<file path="src/akf_pkg.sv">
// akf_pkg: shared types and constants of the angle / gyro-bias Kalman filter.
// Used by akf_ctrl, akf_datapath and the top level; depends on nothing.
package akf_pkg;

  // Default arithmetic format
  localparam int unsigned DATA_WIDTH_DEF = 32;
  localparam int unsigned FRAC_BITS_DEF  = 16;

  // Configuration port
  localparam int unsigned CFG_IDX_W  = 2;
  localparam int unsigned CFG_DATA_W = 27;
  localparam int unsigned DT_W       = 20;
  localparam int unsigned QN_W       = 27;
  localparam int unsigned WN_W       = 27;

  localparam logic [DT_W-1:0] DT_RST = 20'd6554;
  localparam logic [QN_W-1:0] QN_RST = 27'd6554;
  localparam logic [WN_W-1:0] WN_RST = 27'd262144;

  typedef enum logic [CFG_IDX_W-1:0] {
    CFG_STEP_TIME    = 2'd0,
    CFG_PROC_NOISE   = 2'd1,
    CFG_MEAS_NOISE   = 2'd2
  } cfg_idx_e;

  // Gyro scaling: 250 / 32768 deg/s per count
  localparam logic [7:0] GYRO_SCALE = 8'd250;
  localparam int unsigned GYRO_SHIFT = 15;

  // Operation codes
  localparam logic OP_START  = 1'b0;
  localparam logic OP_UPDATE = 1'b1;

  typedef struct packed {
    logic               operation;
    logic signed [15:0] gyro_raw;
    logic signed [23:0] measured_angle;
  } in_item_t;

  typedef struct packed {
    logic signed [31:0] angle_estimate;
    logic signed [31:0] bias_estimate;
  } out_item_t;

  // Datapath program: one multiply or divide per step, then a writeback
  typedef enum logic [3:0] {
    ST_XB, ST_XU, ST_A00, ST_A01, ST_P00, ST_P10, ST_K0, ST_K1,
    ST_ANG, ST_BIA, ST_KS0, ST_KS1, ST_C0, ST_C1, ST_C2, ST_C3
  } step_e;

  typedef struct packed {
    logic  load;      // input transfer this cycle
    logic  go;        // start the unit of the current step
    logic  wb;        // write back the unit result
    logic  out_load;  // move the state into the output register
    step_e step;
  } dp_cmd_t;

  typedef struct packed {
    logic done;       // unit finished, result valid
  } dp_stat_t;

endpackage

</file>
<file path="src/akf_ctrl.sv">
// akf_ctrl: sequencer of the Kalman filter; steps the datapath program.
// Depends on akf_pkg (command/status structs, step codes).
module akf_ctrl (
  input  logic               clk_i,
  input  logic               rst_ni,
  input  logic               in_valid_i,
  input  logic               in_op_i,
  output logic               in_ready_o,
  output logic               out_valid_o,
  input  logic               out_ready_i,
  output akf_pkg::dp_cmd_t   cmd_o,
  input  akf_pkg::dp_stat_t  stat_i
);

  typedef enum logic [2:0] {
    S_IDLE, S_ISSUE, S_WAIT, S_WB, S_FIN
  } state_e;

  state_e                 state_q;
  akf_pkg::step_e         step_q;
  logic                   out_valid_q;
  logic                   accept;
  logic                   slot_free;

  assign in_ready_o  = (state_q == S_IDLE);
  assign accept      = in_valid_i && in_ready_o;
  assign slot_free   = !out_valid_q || out_ready_i;
  assign out_valid_o = out_valid_q;

  // Command decode
  always_comb begin
    cmd_o.load     = accept;
    cmd_o.go       = (state_q == S_ISSUE);
    cmd_o.wb       = (state_q == S_WB);
    cmd_o.out_load = (state_q == S_FIN) && slot_free;
    cmd_o.step     = step_q;
  end

  // State, step counter and output valid
  always_ff @(posedge clk_i or negedge rst_ni) begin
    if (!rst_ni) begin
      state_q     <= S_IDLE;
      step_q      <= akf_pkg::ST_XB;
      out_valid_q <= 1'b0;
    end else begin
      // result register: filled from FIN, emptied by an output transfer
      if (state_q == S_FIN && slot_free) begin
        out_valid_q <= 1'b1;
      end else if (out_valid_q && out_ready_i) begin
        out_valid_q <= 1'b0;
      end
      case (state_q)
        S_IDLE: begin
          if (accept) begin
            step_q  <= akf_pkg::ST_XB;
            state_q <= (in_op_i == akf_pkg::OP_START) ? S_FIN : S_ISSUE;
          end
        end
        S_ISSUE: state_q <= S_WAIT;
        S_WAIT: begin
          if (stat_i.done) state_q <= S_WB;
        end
        S_WB: begin
          if (step_q == akf_pkg::ST_C3) begin
            state_q <= S_FIN;
          end else begin
            step_q  <= akf_pkg::step_e'(step_q + 4'd1);
            state_q <= S_ISSUE;
          end
        end
        S_FIN: begin
          if (slot_free) state_q <= S_IDLE;
        end
        default: state_q <= S_IDLE;
      endcase
    end
  end

`ifndef SYNTHESIS
  a_done_in_wait: assert property (@(posedge clk_i) disable iff (!rst_ni)
    stat_i.done |-> (state_q == S_WAIT))
    else $error("unit done outside of wait state");
  a_wb_after_done: assert property (@(posedge clk_i) disable iff (!rst_ni)
    cmd_o.wb |-> $past(stat_i.done))
    else $error("writeback without unit result");
  a_no_overwrite: assert property (@(posedge clk_i) disable iff (!rst_ni)
    cmd_o.out_load |-> (!out_valid_q || out_ready_i))
    else $error("output register overwritten");
  a_busy_after_accept: assert property (@(posedge clk_i) disable iff (!rst_ni)
    accept |=> !in_ready_o)
    else $error("ready held after transfer");
`endif

endmodule

</file>
<file path="src/akf_datapath.sv">
// akf_datapath: filter state, config registers, sequential multiplier
// (8 bits per cycle) and restoring divider (1 bit per cycle). Uses akf_pkg.
module akf_datapath #(
  parameter int unsigned DATA_WIDTH = akf_pkg::DATA_WIDTH_DEF,
  parameter int unsigned FRAC_BITS  = akf_pkg::FRAC_BITS_DEF
) (
  input  logic                            clk_i,
  input  logic                            rst_ni,
  input  logic                            cfg_we_i,
  input  logic [akf_pkg::CFG_IDX_W-1:0]   cfg_index_i,
  input  logic [akf_pkg::CFG_DATA_W-1:0]  cfg_data_i,
  input  akf_pkg::in_item_t               in_item_i,
  output akf_pkg::out_item_t              out_item_o,
  input  akf_pkg::dp_cmd_t                cmd_i,
  output akf_pkg::dp_stat_t               stat_o
);

  localparam int unsigned DW   = DATA_WIDTH;
  localparam int unsigned FB   = FRAC_BITS;
  localparam int unsigned MW   = 2 * DW + 1;
  localparam int unsigned SW   = DW + 3;
  localparam int unsigned QW   = DW + FB;
  localparam int unsigned NDIG = (DW + 7) / 8;
  localparam int unsigned MCW  = $clog2(NDIG + 1);
  localparam int unsigned DCW  = $clog2(QW + 1);
  localparam logic [DW-1:0] ONE  = DW'(1) << FB;
  localparam logic [DW-1:0] VMAX = {1'b0, {(DW-1){1'b1}}};
  localparam logic [DW-1:0] VMIN = {1'b1, {(DW-1){1'b0}}};

  // ---------------------------------------------------------------- helpers
  function automatic logic [DW-1:0] mag(input logic [DW-1:0] v);
    return v[DW-1] ? (~v + DW'(1)) : v;
  endfunction

  // apply sign to a magnitude, saturating to DW bits
  function automatic logic [DW-1:0] ssat(input logic [MW-1:0] m, input logic neg);
    logic [MW-1:0] lim;
    logic [MW-1:0] mm;
    logic [DW-1:0] r;
    lim = neg ? (MW'(1) << (DW - 1)) : ((MW'(1) << (DW - 1)) - MW'(1));
    mm  = (m > lim) ? lim : m;
    r   = mm[DW-1:0];
    return neg ? (~r + DW'(1)) : r;
  endfunction

  function automatic logic signed [SW-1:0] sx(input logic [DW-1:0] v);
    return $signed({{3{v[DW-1]}}, v});
  endfunction

  function automatic logic [DW-1:0] sat_sum(input logic signed [SW-1:0] v);
    logic [SW-DW:0] hi;
    hi = v[SW-1:DW-1];
    if (hi == '0 || hi == '1) return v[DW-1:0];
    return v[SW-1] ? VMIN : VMAX;
  endfunction

  // Q16.16 magnitude to internal format, rounded, saturated
  function automatic logic [DW-1:0] from_q16(input logic [26:0] m, input logic neg);
    logic [27+FB-1:0] w;
    logic [MW-1:0]    r;
    w = (27 + FB)'(m) << FB;
    r = MW'(w >> 16) + MW'(w[15]);
    return ssat(r, neg);
  endfunction

  // internal format to Q16.16, saturated to 32 bits
  function automatic logic [31:0] to_q16(input logic [DW-1:0] v);
    logic [DW+15:0] w;
    logic [DW+16:0] r;
    logic [DW+16:0] lim;
    logic [DW+16:0] mm;
    w   = (DW + 16)'(mag(v)) << 16;
    r   = (DW + 17)'(w >> FB) + (DW + 17)'(w[FB-1]);
    lim = v[DW-1] ? (DW + 17)'(33'h080000000) : (DW + 17)'(33'h07fffffff);
    mm  = (r > lim) ? lim : r;
    return v[DW-1] ? (~mm[31:0] + 32'd1) : mm[31:0];
  endfunction

  // ------------------------------------------------------------- registers
  logic [akf_pkg::DT_W-1:0] dt_cfg_q;
  logic [akf_pkg::QN_W-1:0] qn_cfg_q;
  logic [akf_pkg::WN_W-1:0] wn_cfg_q;

  logic [DW-1:0] ang_q, bia_q, c0_q, c1_q, c2_q, c3_q;
  logic [DW-1:0] y_q, u_q, xp0_q, ap00_q, ap01_q, p00_q, p10_q, p11_q;
  logic [DW-1:0] eps_q, s_q, k0_q, k1_q, ks0_q, ks1_q;
  logic signed [SW-1:0] t_q;
  akf_pkg::out_item_t out_q;

  // multiplier
  logic [2*DW-1:0] mx_q, macc_q;
  logic [DW-1:0]   mb_q;
  logic            mneg_q, mbusy_q, mdone_q;
  logic [MCW-1:0]  mcnt_q;
  // divider
  logic [QW-1:0]   dn_q, dq_q;
  logic [DW-1:0]   dd_q;
  logic [DW:0]     drem_q;
  logic            dneg_q, dbusy_q, ddone_q;
  logic [DCW-1:0]  dcnt_q;

  // ------------------------------------------------------- derived values
  logic [DW-1:0] dt, qn, wn, y_in, u_in;
  logic [23:0]   y_mag;
  logic [15:0]   g_mag;
  logic [23:0]   g_prod;
  logic [24+FB-1:0] g_w;
  logic          is_div;
  logic [DW-1:0] op_a, op_b;

  assign dt = from_q16(27'(dt_cfg_q), 1'b0);
  assign qn = from_q16(qn_cfg_q, 1'b0);
  assign wn = from_q16(wn_cfg_q, 1'b0);

  assign y_mag  = in_item_i.measured_angle[23] ? (~in_item_i.measured_angle + 24'd1)
                                               : in_item_i.measured_angle;
  assign y_in   = from_q16(27'(y_mag), in_item_i.measured_angle[23]);
  assign g_mag  = in_item_i.gyro_raw[15] ? (~in_item_i.gyro_raw + 16'd1)
                                         : in_item_i.gyro_raw;
  assign g_prod = 24'(g_mag) * 24'(akf_pkg::GYRO_SCALE);
  assign g_w    = (24 + FB)'(g_prod) << FB;
  assign u_in   = ssat(MW'(g_w >> akf_pkg::GYRO_SHIFT) + MW'(g_w[akf_pkg::GYRO_SHIFT-1]),
                       in_item_i.gyro_raw[15]);

  assign is_div = (cmd_i.step == akf_pkg::ST_K0) || (cmd_i.step == akf_pkg::ST_K1);

  // Operand select per step
  always_comb begin
    op_a = dt;
    op_b = bia_q;
    case (cmd_i.step)
      akf_pkg::ST_XB:  begin op_a = dt;    op_b = bia_q;  end
      akf_pkg::ST_XU:  begin op_a = dt;    op_b = u_q;    end
      akf_pkg::ST_A00: begin op_a = dt;    op_b = c2_q;   end
      akf_pkg::ST_A01: begin op_a = dt;    op_b = c3_q;   end
      akf_pkg::ST_P00: begin op_a = dt;    op_b = ap01_q; end
      akf_pkg::ST_P10: begin op_a = dt;    op_b = c3_q;   end
      akf_pkg::ST_K0:  begin op_a = p00_q; op_b = s_q;    end
      akf_pkg::ST_K1:  begin op_a = p10_q; op_b = s_q;    end
      akf_pkg::ST_ANG: begin op_a = k0_q;  op_b = eps_q;  end
      akf_pkg::ST_BIA: begin op_a = k1_q;  op_b = eps_q;  end
      akf_pkg::ST_KS0: begin op_a = k0_q;  op_b = s_q;    end
      akf_pkg::ST_KS1: begin op_a = k1_q;  op_b = s_q;    end
      akf_pkg::ST_C0:  begin op_a = ks0_q; op_b = k0_q;   end
      akf_pkg::ST_C1:  begin op_a = ks0_q; op_b = k1_q;   end
      akf_pkg::ST_C2:  begin op_a = ks1_q; op_b = k0_q;   end
      akf_pkg::ST_C3:  begin op_a = ks1_q; op_b = k1_q;   end
      default: ;
    endcase
  end

  // Unit results: rounding and saturation
  logic [DW:0]   dt_try;
  logic          dge;
  logic          dround;
  logic [DW-1:0] mul_res, div_res, res, p00_pre;
  logic          s_pos;

  assign dt_try  = {drem_q[DW-1:0], dn_q[QW-1]};
  assign dge     = (dt_try >= {1'b0, dd_q});
  assign dround  = (drem_q >= ({1'b0, dd_q} - drem_q));
  assign mul_res = ssat((MW'(macc_q) + (MW'(1) << (FB - 1))) >> FB, mneg_q);
  assign div_res = ssat(MW'(dq_q) + MW'(dround), dneg_q);
  assign res     = is_div ? div_res : mul_res;
  assign p00_pre = sat_sum(sx(ap00_q) - sx(res));
  assign s_pos   = !s_q[DW-1] && (s_q != '0);

  assign stat_o.done = mdone_q || ddone_q;
  assign out_item_o  = out_q;

  // Control state, config and filter state
  always_ff @(posedge clk_i or negedge rst_ni) begin
    if (!rst_ni) begin
      dt_cfg_q <= akf_pkg::DT_RST;
      qn_cfg_q <= akf_pkg::QN_RST;
      wn_cfg_q <= akf_pkg::WN_RST;
      ang_q    <= '0;
      bia_q    <= '0;
      c0_q     <= ONE;
      c1_q     <= '0;
      c2_q     <= '0;
      c3_q     <= ONE;
      mbusy_q  <= 1'b0;
      mdone_q  <= 1'b0;
      mcnt_q   <= '0;
      dbusy_q  <= 1'b0;
      ddone_q  <= 1'b0;
      dcnt_q   <= '0;
    end else begin
      // config writes
      if (cfg_we_i) begin
        case (cfg_index_i)
          akf_pkg::CFG_STEP_TIME:  dt_cfg_q <= cfg_data_i[akf_pkg::DT_W-1:0];
          akf_pkg::CFG_PROC_NOISE: qn_cfg_q <= cfg_data_i;
          akf_pkg::CFG_MEAS_NOISE: wn_cfg_q <= cfg_data_i;
          default: ;
        endcase
      end
      // start operation
      if (cmd_i.load && in_item_i.operation == akf_pkg::OP_START) begin
        ang_q <= y_in;
        bia_q <= '0;
        c0_q  <= ONE;
        c1_q  <= '0;
        c2_q  <= '0;
        c3_q  <= ONE;
      end
      // multiplier sequencing; done pulses after the last digit
      mdone_q <= mbusy_q && !(cmd_i.go && !is_div) && (mcnt_q == MCW'(NDIG - 1));
      if (cmd_i.go && !is_div) begin
        mbusy_q <= 1'b1;
        mcnt_q  <= '0;
      end else if (mbusy_q) begin
        mcnt_q <= mcnt_q + MCW'(1);
        if (mcnt_q == MCW'(NDIG - 1)) mbusy_q <= 1'b0;
      end
      // divider sequencing; done pulses after the last quotient bit
      ddone_q <= dbusy_q && !(cmd_i.go && is_div) && (dcnt_q == DCW'(QW - 1));
      if (cmd_i.go && is_div) begin
        dbusy_q <= 1'b1;
        dcnt_q  <= '0;
      end else if (dbusy_q) begin
        dcnt_q <= dcnt_q + DCW'(1);
        if (dcnt_q == DCW'(QW - 1)) dbusy_q <= 1'b0;
      end
      // state writeback
      if (cmd_i.wb) begin
        case (cmd_i.step)
          akf_pkg::ST_ANG: ang_q <= sat_sum(sx(xp0_q) + sx(res));
          akf_pkg::ST_BIA: bia_q <= sat_sum(sx(bia_q) + sx(res));
          akf_pkg::ST_C0:  c0_q  <= sat_sum(sx(p00_q) - sx(res));
          akf_pkg::ST_C1:  c1_q  <= sat_sum(sx(ap01_q) - sx(res));
          akf_pkg::ST_C2:  c2_q  <= sat_sum(sx(p10_q) - sx(res));
          akf_pkg::ST_C3:  c3_q  <= sat_sum(sx(p11_q) - sx(res));
          default: ;
        endcase
      end
    end
  end

  // Unit data and intermediate values
  always_ff @(posedge clk_i) begin
    if (cmd_i.load) begin
      y_q <= y_in;
      u_q <= u_in;
    end
    // multiplier: one 8-bit digit of the second operand per cycle
    if (cmd_i.go && !is_div) begin
      mx_q   <= (2 * DW)'(mag(op_a));
      mb_q   <= mag(op_b);
      macc_q <= '0;
      mneg_q <= op_a[DW-1] ^ op_b[DW-1];
    end else if (mbusy_q) begin
      macc_q <= macc_q + (2 * DW)'(mx_q * (2 * DW)'(mb_q[7:0]));
      mx_q   <= mx_q << 8;
      mb_q   <= mb_q >> 8;
    end
    // divider: restoring, one quotient bit per cycle
    if (cmd_i.go && is_div) begin
      dn_q   <= QW'(mag(op_a)) << FB;
      dd_q   <= op_b;
      drem_q <= '0;
      dq_q   <= '0;
      dneg_q <= op_a[DW-1];
    end else if (dbusy_q) begin
      drem_q <= dge ? (dt_try - {1'b0, dd_q}) : dt_try;
      dq_q   <= {dq_q[QW-2:0], dge};
      dn_q   <= dn_q << 1;
    end
    if (cmd_i.wb) begin
      case (cmd_i.step)
        akf_pkg::ST_XB:  t_q    <= sx(ang_q) - sx(res);
        akf_pkg::ST_XU:  xp0_q  <= sat_sum(t_q + sx(res));
        akf_pkg::ST_A00: ap00_q <= sat_sum(sx(c0_q) - sx(res));
        akf_pkg::ST_A01: ap01_q <= sat_sum(sx(c1_q) - sx(res));
        akf_pkg::ST_P00: p00_q  <= sat_sum(sx(p00_pre) + sx(qn));
        akf_pkg::ST_P10: begin
          p10_q <= sat_sum(sx(c2_q) - sx(res));
          p11_q <= sat_sum(sx(c3_q) + sx(qn));
          eps_q <= sat_sum(sx(y_q) - sx(xp0_q));
          s_q   <= sat_sum(sx(p00_q) + sx(wn));
        end
        akf_pkg::ST_K0:  k0_q  <= s_pos ? res : '0;
        akf_pkg::ST_K1:  k1_q  <= s_pos ? res : '0;
        akf_pkg::ST_KS0: ks0_q <= res;
        akf_pkg::ST_KS1: ks1_q <= res;
        default: ;
      endcase
    end
    if (cmd_i.out_load) begin
      out_q.angle_estimate <= $signed(to_q16(ang_q));
      out_q.bias_estimate  <= $signed(to_q16(bia_q));
    end
  end

endmodule

</file>
<file path="src/angle_gyro_bias_kalman_filter.sv">
// Two-state (angle, gyro bias) Kalman filter: controller plus datapath.
// Depends on akf_pkg, akf_ctrl and akf_datapath.
//
// Usage:
//   Config channel (cfg_valid_i/cfg_ready_o, cfg_index_i, cfg_data_i) writes
//   step_time, process_noise or measurement_noise; always ready, write only
//   while no item is in flight.
//   Input channel (in_valid_i/in_ready_o, in_item_i): operation 0 restarts
//   the filter from the measured angle, operation 1 runs a full update.
//   Output channel (out_valid_o/out_ready_i, out_item_o): one angle/bias
//   estimate per input transfer, in Q16.16.
// Operation: an update runs 14 multiplies and two divides in sequence, each
//   followed by a writeback; a start skips the unit steps and goes straight
//   to the output register. The input is ready again as soon as the result
//   sits in the output register.
// Reset: registers return to their defaults, angle and bias to zero and the
//   covariance to identity. If the receiver stalls, the result is held and
//   the next item finishes its work and then waits for the register to free.
module angle_gyro_bias_kalman_filter #(
  parameter int unsigned DATA_WIDTH = akf_pkg::DATA_WIDTH_DEF,
  parameter int unsigned FRAC_BITS  = akf_pkg::FRAC_BITS_DEF
) (
  input  logic                            clk_i,
  input  logic                            rst_ni,
  input  logic                            cfg_valid_i,
  output logic                            cfg_ready_o,
  input  logic [akf_pkg::CFG_IDX_W-1:0]   cfg_index_i,
  input  logic [akf_pkg::CFG_DATA_W-1:0]  cfg_data_i,
  input  logic                            in_valid_i,
  output logic                            in_ready_o,
  input  akf_pkg::in_item_t               in_item_i,
  output logic                            out_valid_o,
  input  logic                            out_ready_i,
  output akf_pkg::out_item_t              out_item_o
);

  akf_pkg::dp_cmd_t  cmd;
  akf_pkg::dp_stat_t stat;

  // config register file is always ready
  assign cfg_ready_o = 1'b1;

  akf_ctrl u_ctrl (
    .clk_i       (clk_i),
    .rst_ni      (rst_ni),
    .in_valid_i  (in_valid_i),
    .in_op_i     (in_item_i.operation),
    .in_ready_o  (in_ready_o),
    .out_valid_o (out_valid_o),
    .out_ready_i (out_ready_i),
    .cmd_o       (cmd),
    .stat_i      (stat)
  );

  akf_datapath #(
    .DATA_WIDTH (DATA_WIDTH),
    .FRAC_BITS  (FRAC_BITS)
  ) u_datapath (
    .clk_i       (clk_i),
    .rst_ni      (rst_ni),
    .cfg_we_i    (cfg_valid_i && cfg_ready_o),
    .cfg_index_i (cfg_index_i),
    .cfg_data_i  (cfg_data_i),
    .in_item_i   (in_item_i),
    .out_item_o  (out_item_o),
    .cmd_i       (cmd),
    .stat_o      (stat)
  );

endmodule

</file>
<file path="config.mk">
export PLATFORM = sky130hd
export DESIGN_NAME = angle_gyro_bias_kalman_filter
export DESIGN_NICKNAME = d
export VERILOG_FILES = /design/src/akf_pkg.sv /design/src/akf_ctrl.sv /design/src/akf_datapath.sv /design/src/angle_gyro_bias_kalman_filter.sv
export SDC_FILE = /design/constraint.sdc
export NUM_CORES = 2
export LEC_CHECK = 0
export ABC_AREA = 1
export BUFFER_PORTS_ARGS = -buffer_cell sky130_fd_sc_hd__buf_2
export CAP_MARGIN = 30
export CORE_ASPECT_RATIO = 0.7
export CORE_MARGIN = 2
export CORE_UTILIZATION = 25
export CTS_BUF_LIST = sky130_fd_sc_hd__clkbuf_8 sky130_fd_sc_hd__clkbuf_16
export DETAILED_ROUTE_END_ITERATION = 12
export GPL_ROUTABILITY_DRIVEN = 0
export GPL_TIMING_DRIVEN = 0
export PLACE_DENSITY = 0.46
export SYNTH_ARGS = -nofsm -noshare
export SYNTH_HDL_FRONTEND = slang
export SYNTH_SLANG_ARGS = --single-unit
</file>
<file path="constraint.sdc">
create_clock -name clk_i -period 22.2 [get_ports clk_i]
set_input_delay 4.44 -clock clk_i [delete_from_list [all_inputs] [get_ports clk_i]]
set_output_delay 4.44 -clock clk_i [all_outputs]
set_load 0.01 [all_outputs]
</file>
After elaboration in Yosys (flattened, before gate mapping)
Cells that the tools add are included.
Widths: inputs -> output; s select.

word-level totals
  register bits after elaboration = 1,141
  input bits = 75
  output and inout port bits = 67

operators by class
  $add $sub $neg = 36
  multiply operators = 2
  magnitude comparators = 11
  equal/unequal tests = 42
  muxes and demuxes = 165
  bitwise logic cells = 14
  reductions and logical operators = 82

operators by type and width
  cell                    number
  $mux 32                 91
  $sub 32x32->33          10
  $add 32x1->32 const B   10
  $not 32->32             10
  $pmux 32 s9             1
  $pmux 32 s7             1
  $add 32x32->33          5
  $gt 32x49->1            2
  $gt 49x32->1            2
  $mux 48                 2
  $mux 31                 3
  $eq 4x4->1 const B      23
  $add 64x16->65 const B  1
  $gt 24x65->1            1
  $gt 25x65->1            1
  $add 64x64->64          1
  $logic_not 4->1         16
  $mul 64x8->64           1
  $gt 27x31->1 const B    2
  $mux 1                  51
  $add 48x1->49           1
  $add 35x32->35          1
  $ge 33x32->1            1
  $ge 33x33->1            1
  other kinds (44)        114

Logic depth before layout (Yosys ltp)
  word-level depth = 21
  gate-level depth with buffers = 132
  depth with buffers taken out = 128

By module
A second synthesis with hierarchy kept.

second synthesis, totals
  cell total of the unflattened synthesis = 13,151
  area, all modules = 102,400.7 sq um

by module, submodules not included
  module                         times used  cells an instance  area each (sq um)  sequential area each (sq um)
  akf_datapath                   1           13,079             101,905.2          30,755.7
  akf_ctrl                       1           70                 484.2              200.2
  angle_gyro_bias_kalman_filter  1           2                  11.3               0.0

Worst setup path after synthesis
No wires, ideal clock.

  path type = reg-to-reg
  start point = register u_datapath.drem_q[2]
  end point = register u_datapath.p00_q[6] (data pin)
  data arrival time = 16.453 ns
  required time = 21.948 ns
  setup slack = 5.494 ns
  stages on the path, launching flop included = 122
  path buffers = 5
  clock period less this slack = 16.706 ns
  path through = dfxtp_1 > inv_1 > ha_1 > nand2_1 > nor2_1 > a211oi_1 > o21ai_0 > nand3_1 > nand2_1 > a21oi_1 > inv_1 > a21oi_1 > o21bai_1 > a21o_1 > a21oi_1 > o21ai_0 > nand2_1 > nand2_1 > (+86 left out) > o21ai_0 > a21o_1 > a21oi_1 > o21bai_1 > nand3_1 > nand2_1 > nand3_1 > nand2_1 > nand2_1 > nand2_1 > nand3_2 > nor2_2 > nand3_2 > nand2_1 > nand2_2 > buf_6 > nand2_1 > nand2_1

between the ends
  word-level cells in the longest chain between the ends = 21

ends and longest elaborated chain
  element                                        RTL line             source
  start: declaration                             akf_datapath.sv:98   logic [DW:0] drem_q;
  start signal: assignment                       akf_datapath.sv:266  drem_q <= dge ? (dt_try - {1'b0, dd_q}) : dt_try;
  $sub 32x33->33                                 akf_datapath.sv:161  assign dround = (drem_q >= ({1'b0, dd_q} - drem_q));
  $ge 33x33->1 *                                 akf_datapath.sv:161
  $add 48x1->49 *                                akf_datapath.sv:163  assign div_res = ssat(MW'(dq_q) + MW'(dround), dneg_q);
  $gt 49x32->1                                   akf_datapath.sv:41   mm = (m > lim) ? lim : m;
  $mux 32 *                                      akf_datapath.sv:41
  $not 32->32                                    akf_datapath.sv:43   return neg ? (~r + DW'(1)) : r;
  $add 32x1->32                                  akf_datapath.sv:43
  $mux 32 *                                      akf_datapath.sv:43
  (+1 left out)                                  --
  net u_datapath.res[1]                          akf_datapath.sv:156  logic [DW-1:0] mul_res, div_res, res, p00_pre;
  (+4 left out)                                  --
  $mux 32 *                                      akf_datapath.sv:54   return v[SW-1] ? VMIN : VMAX;
  $add 32x32->33 *                               akf_datapath.sv:276  akf_pkg::ST_P00: p00_q <= sat_sum(sx(p00_pre) + sx(qn));
  $eq 4x4->1 or $logic_not 4->1 (tied branches)  akf_datapath.sv:53   if (hi == '0 || hi == '1) return v[DW-1:0];
  $logic_or 1x1->1                               akf_datapath.sv:53
  $mux 1                                         akf_datapath.sv:53
  $mux 1                                         akf_datapath.sv:271  case (cmd_i.step)
  $mux 1                                         akf_datapath.sv:270  if (cmd_i.wb) begin
  $mux 32 *                                      akf_datapath.sv:54
  end signal: assignment                         akf_datapath.sv:276
  end: declaration                               akf_datapath.sv:85   logic [DW-1:0] y_q, u_q, xp0_q, ap00_q, ap01_q, p00_q, p10_q, p11_q;

Mark *: on every way through the listed nets, which the timed path passes. The rest lies on a longest branch. The select of a mux whose other input is x is not followed.
A chain may end at the register's enable or synchronous reset.

Worst setup path in the final report
  start point = register u_datapath.drem_q[2]
  end point = register u_datapath.p00_q[4] (data pin)

Same word-level chain as after synthesis.

==> results.md <==
- CTS tree: done
- Hold EP: u_datapath.mx_q[63]
- Layout Cells excl Fill: 19000
- Most used DFF post-synth: edfxtp_1
- FF-to-FF End: u_datapath.p00_q[4]
- M2 GR Usage: 0.258
- Reg2reg path depth: 126
- Type of the worst setup path: reg -> reg
- Synth Area in Compound Gates: 0.143
- Number of synthesized flops with an enable pin: 673
- Worst r2r src: u_datapath.drem_q[2]
- Failing checks: slew limit
- Fin Clk Skew: 0.0910 ns
- Largest stage delay on the critical path: 0.42 ns
- Worst Path Max Fanout: 10
- Simple-gate area share of the yosys netlist: 0.201
- Final Cycle Share: 0.923
- Asr flop ratio synth: 0.252
- Mux cell area share after synthesis: 0.000318
- First-pass GRT wire length: 598 mm
- Final setup fails: 0
- Avg Cell Area, Syn: 7.85 um^2
- CP delay by family, top: simple AND/OR/NAND/NOR gates
- Post-synthesis adder-cell area fraction: 0.197
- Vias/cell: 4.86
- Post-synthesis sequential area ratio: 0.302
- Slew headroom: -0.00259
- Synth warn: 0
- Post-synth cell types: 86
- Initial antenna violation count: 24
- WP data arrival: 21.07 ns
- Post-synthesis cell count: 13100
- Busiest grt layer: met1
- Worst slew pin tran: 1.50 ns
- Syn nets: 14400
- Final hold violations: 0
- Critical-path top delay cell: fa_1
- Top cell by count, worst path: nand2_1
- Layout cells sized above 1: 0.0631
- Hold Startpoint: u_datapath.mx_q[63]
- RSZ-0062 raised after global routing: false
- Slew Limit Fails: 4
- Mapped Area: 102000 um^2
- R2R setup slack: 1.71 ns
- 1st-pass router iterations: 6
- Max Root-Sink Buffers: 4
- Most frequent cells in the layout: 3172 x nand2_1, 1752 x inv_1, 1055 x a21oi_1, 860 x nor2_1, 838 x ha_1
- Final wirelength: 411 mm
- Detailed Place HPWL: 339 mm
- Initial DRC Count: 9703
- WHS Path Cells: 2
- Max Freq: 0.0488 GHz
- #FFs+latches synth: 1137
- Num CTS Buffers: 145
- Worst Path Required: 22.78 ns
- Reg clk slew, reported paths: 0.06 ns
- Post-route ant nets: 0
- Sink Count: 1137
- Status: complete, but fails checks
- Wirelength per Cell: 21.6 um
- Hold Crit Class: reg -> reg
- Placed Cells: 18700
- Crit path time final: 20.49 ns
- Row cnt: 196
- Layout net count: 14900
- Worst skew pair latency: 0.89 ns
- WP buf/inv: 21
- Initial Utilization: 0.251
- Post-Synth XOR/XNOR Area: 0.0741
- GR Util met3: 0.0452
- Die height: 539 um
- H-tree Lvls: 4
- Vias in the first global route: 85700
- Commonest non-fill, non-tap cell in the layout: nand2_1
- Hold_buf cts: 0
- Port Buffers: 138
- Largest net degree at the start of global routing: 106
- MaxCap Viol Count: 0
- Layout fillers: 44600
- Remaining DRCs: 0
- Boundary pin count: 142
- Tot GR Track Use: 0.192
- GR Layer Usage met1: 0.306
- Vias: 92400
- Layout area overhead: 14.2%
- Gr ovfl total: 0
- Die width: 769 um
- Root buffer cell: clkbuf_16
- Critical path endpoint category: flop
- Total die area: 415000 um^2
- Core ar.: 408000 um^2
- Core Util, Final: 0.287
- Startpoint types: flop
- Main combinational cell family by area after synthesis: simple AND/OR/NAND/NOR gates
==> timing repair <==
item | 4_1_cts | 5_1_grt
setup endpoints to repair | 32 | 32
pin swaps | 2 | 4
resized for setup | 13 | 38
buffers inserted | 4 | 13
==> cell families after synthesis <==
family / after synthesis
AOI/OAI and AO/OA: 2544
xor gates and xnor gates: 864
adders and majority gates: 1322
buffers and inverters: 2187
DFF: 1137
muxes: 3
other: 1
and+or+nand+nor: 4992
==> synth_stat cells (177+ instances only) <==
master | n | area, um^2
clkbuf_1 | 330 | 1240
nand2_1 | 3183 | 11900
a21oi_1 | 1056 | 5290
fa_1 | 482 | 9650
o21ai_0 | 716 | 3580
dfxtp_1 | 177 | 3540
nor2_1 | 871 | 3270
inv_1 | 1728 | 6490
ha_1 | 840 | 10500
dfrtp_1 | 270 | 6760
xnor2_1 | 294 | 2570
xor2_1 | 567 | 4970
edfxtp_1 | 673 | 20200
nand3_1 | 406 | 2030
==> flip-flops by register name, indices dropped and copies added (netlist names), 33 cells and up <==
register and cells:
u_datapath.drem_q 33, u_datapath.t_q 33, u_datapath.mx_q 64, u_datapath.macc_q 64, u_datapath.out_item_o 64, u_datapath.dq_q 48
==> area by class of cell <==
type	instances	area (um^2)	area share
sequential	1137	31000	0.265
multi-input combinational	9726	63200	0.541
timing repair buffer	269	2750	0.0235
inverter	1753	6610	0.0565
clock inverter	95	767	0.00656
buffer	434	1960	0.0168
clock buffer	158	3840	0.0329
tap	5445	6810	0.0583
antenna	2	5.00	0.0000428
==> per-layer routing <==
metal	routed length, um	part of all wire	up-vias
met5	285	0.00069	-
met4	8590	0.021	10
met3	38500	0.094	391
met2	155000	0.38	3303
met1	208000	0.51	44600
li1	-	-	44100
==> worst max-delay path by stage <==
| stage | from | endpoint | slack [ns] | cells after the start |
|---|---|---|---|---|
| 5_1_grt | u_datapath.drem_q[2] | u_datapath.p00_q[5] | 0.08 | 127 |
| 2_1_floorplan | u_datapath.drem_q[2] | u_datapath.p00_q[6] | 5.49 | 121 |
| 4_1_cts | u_datapath.drem_q[2] | u_datapath.p00_q[5] | 0.11 | 126 |
| 6_report | u_datapath.drem_q[2] | u_datapath.p00_q[4] | 1.71 | 126 |
| 3_3_place_gp | u_datapath.drem_q[2] | u_datapath.p00_q[29] | -4.93 | 121 |
| 3_5_place_dp | u_datapath.drem_q[2] | u_datapath.p00_q[29] | -0.83 | 122 |
==> through the flow <==
step,cell area (um^2),setup TNS [ns],hold slack (ns),setup WS (ns)
after floorplan,102000,0,0.428,5.49
after global placement,110000,-207.40,0.443,-4.93
after detailed placement,112000,-25.32,0.453,-0.833
after CTS,117000,0,0.469,0.114
after global routing,117000,0,0.504,0.0779
final,117000,0,0.460,1.71
==> worst min-delay path: cells and delay by family (launching register included) <==
kind             cells  cell delay (ns)
flip-flops           1             0.32
AND/OR/NAND/NOR      1             0.05
AO/OA/AOI/OAI        1             0.06
Power is left out: the tool's default activity adds up to more than one toggle a clock period on the data nets, which glitch-free logic cannot reach.
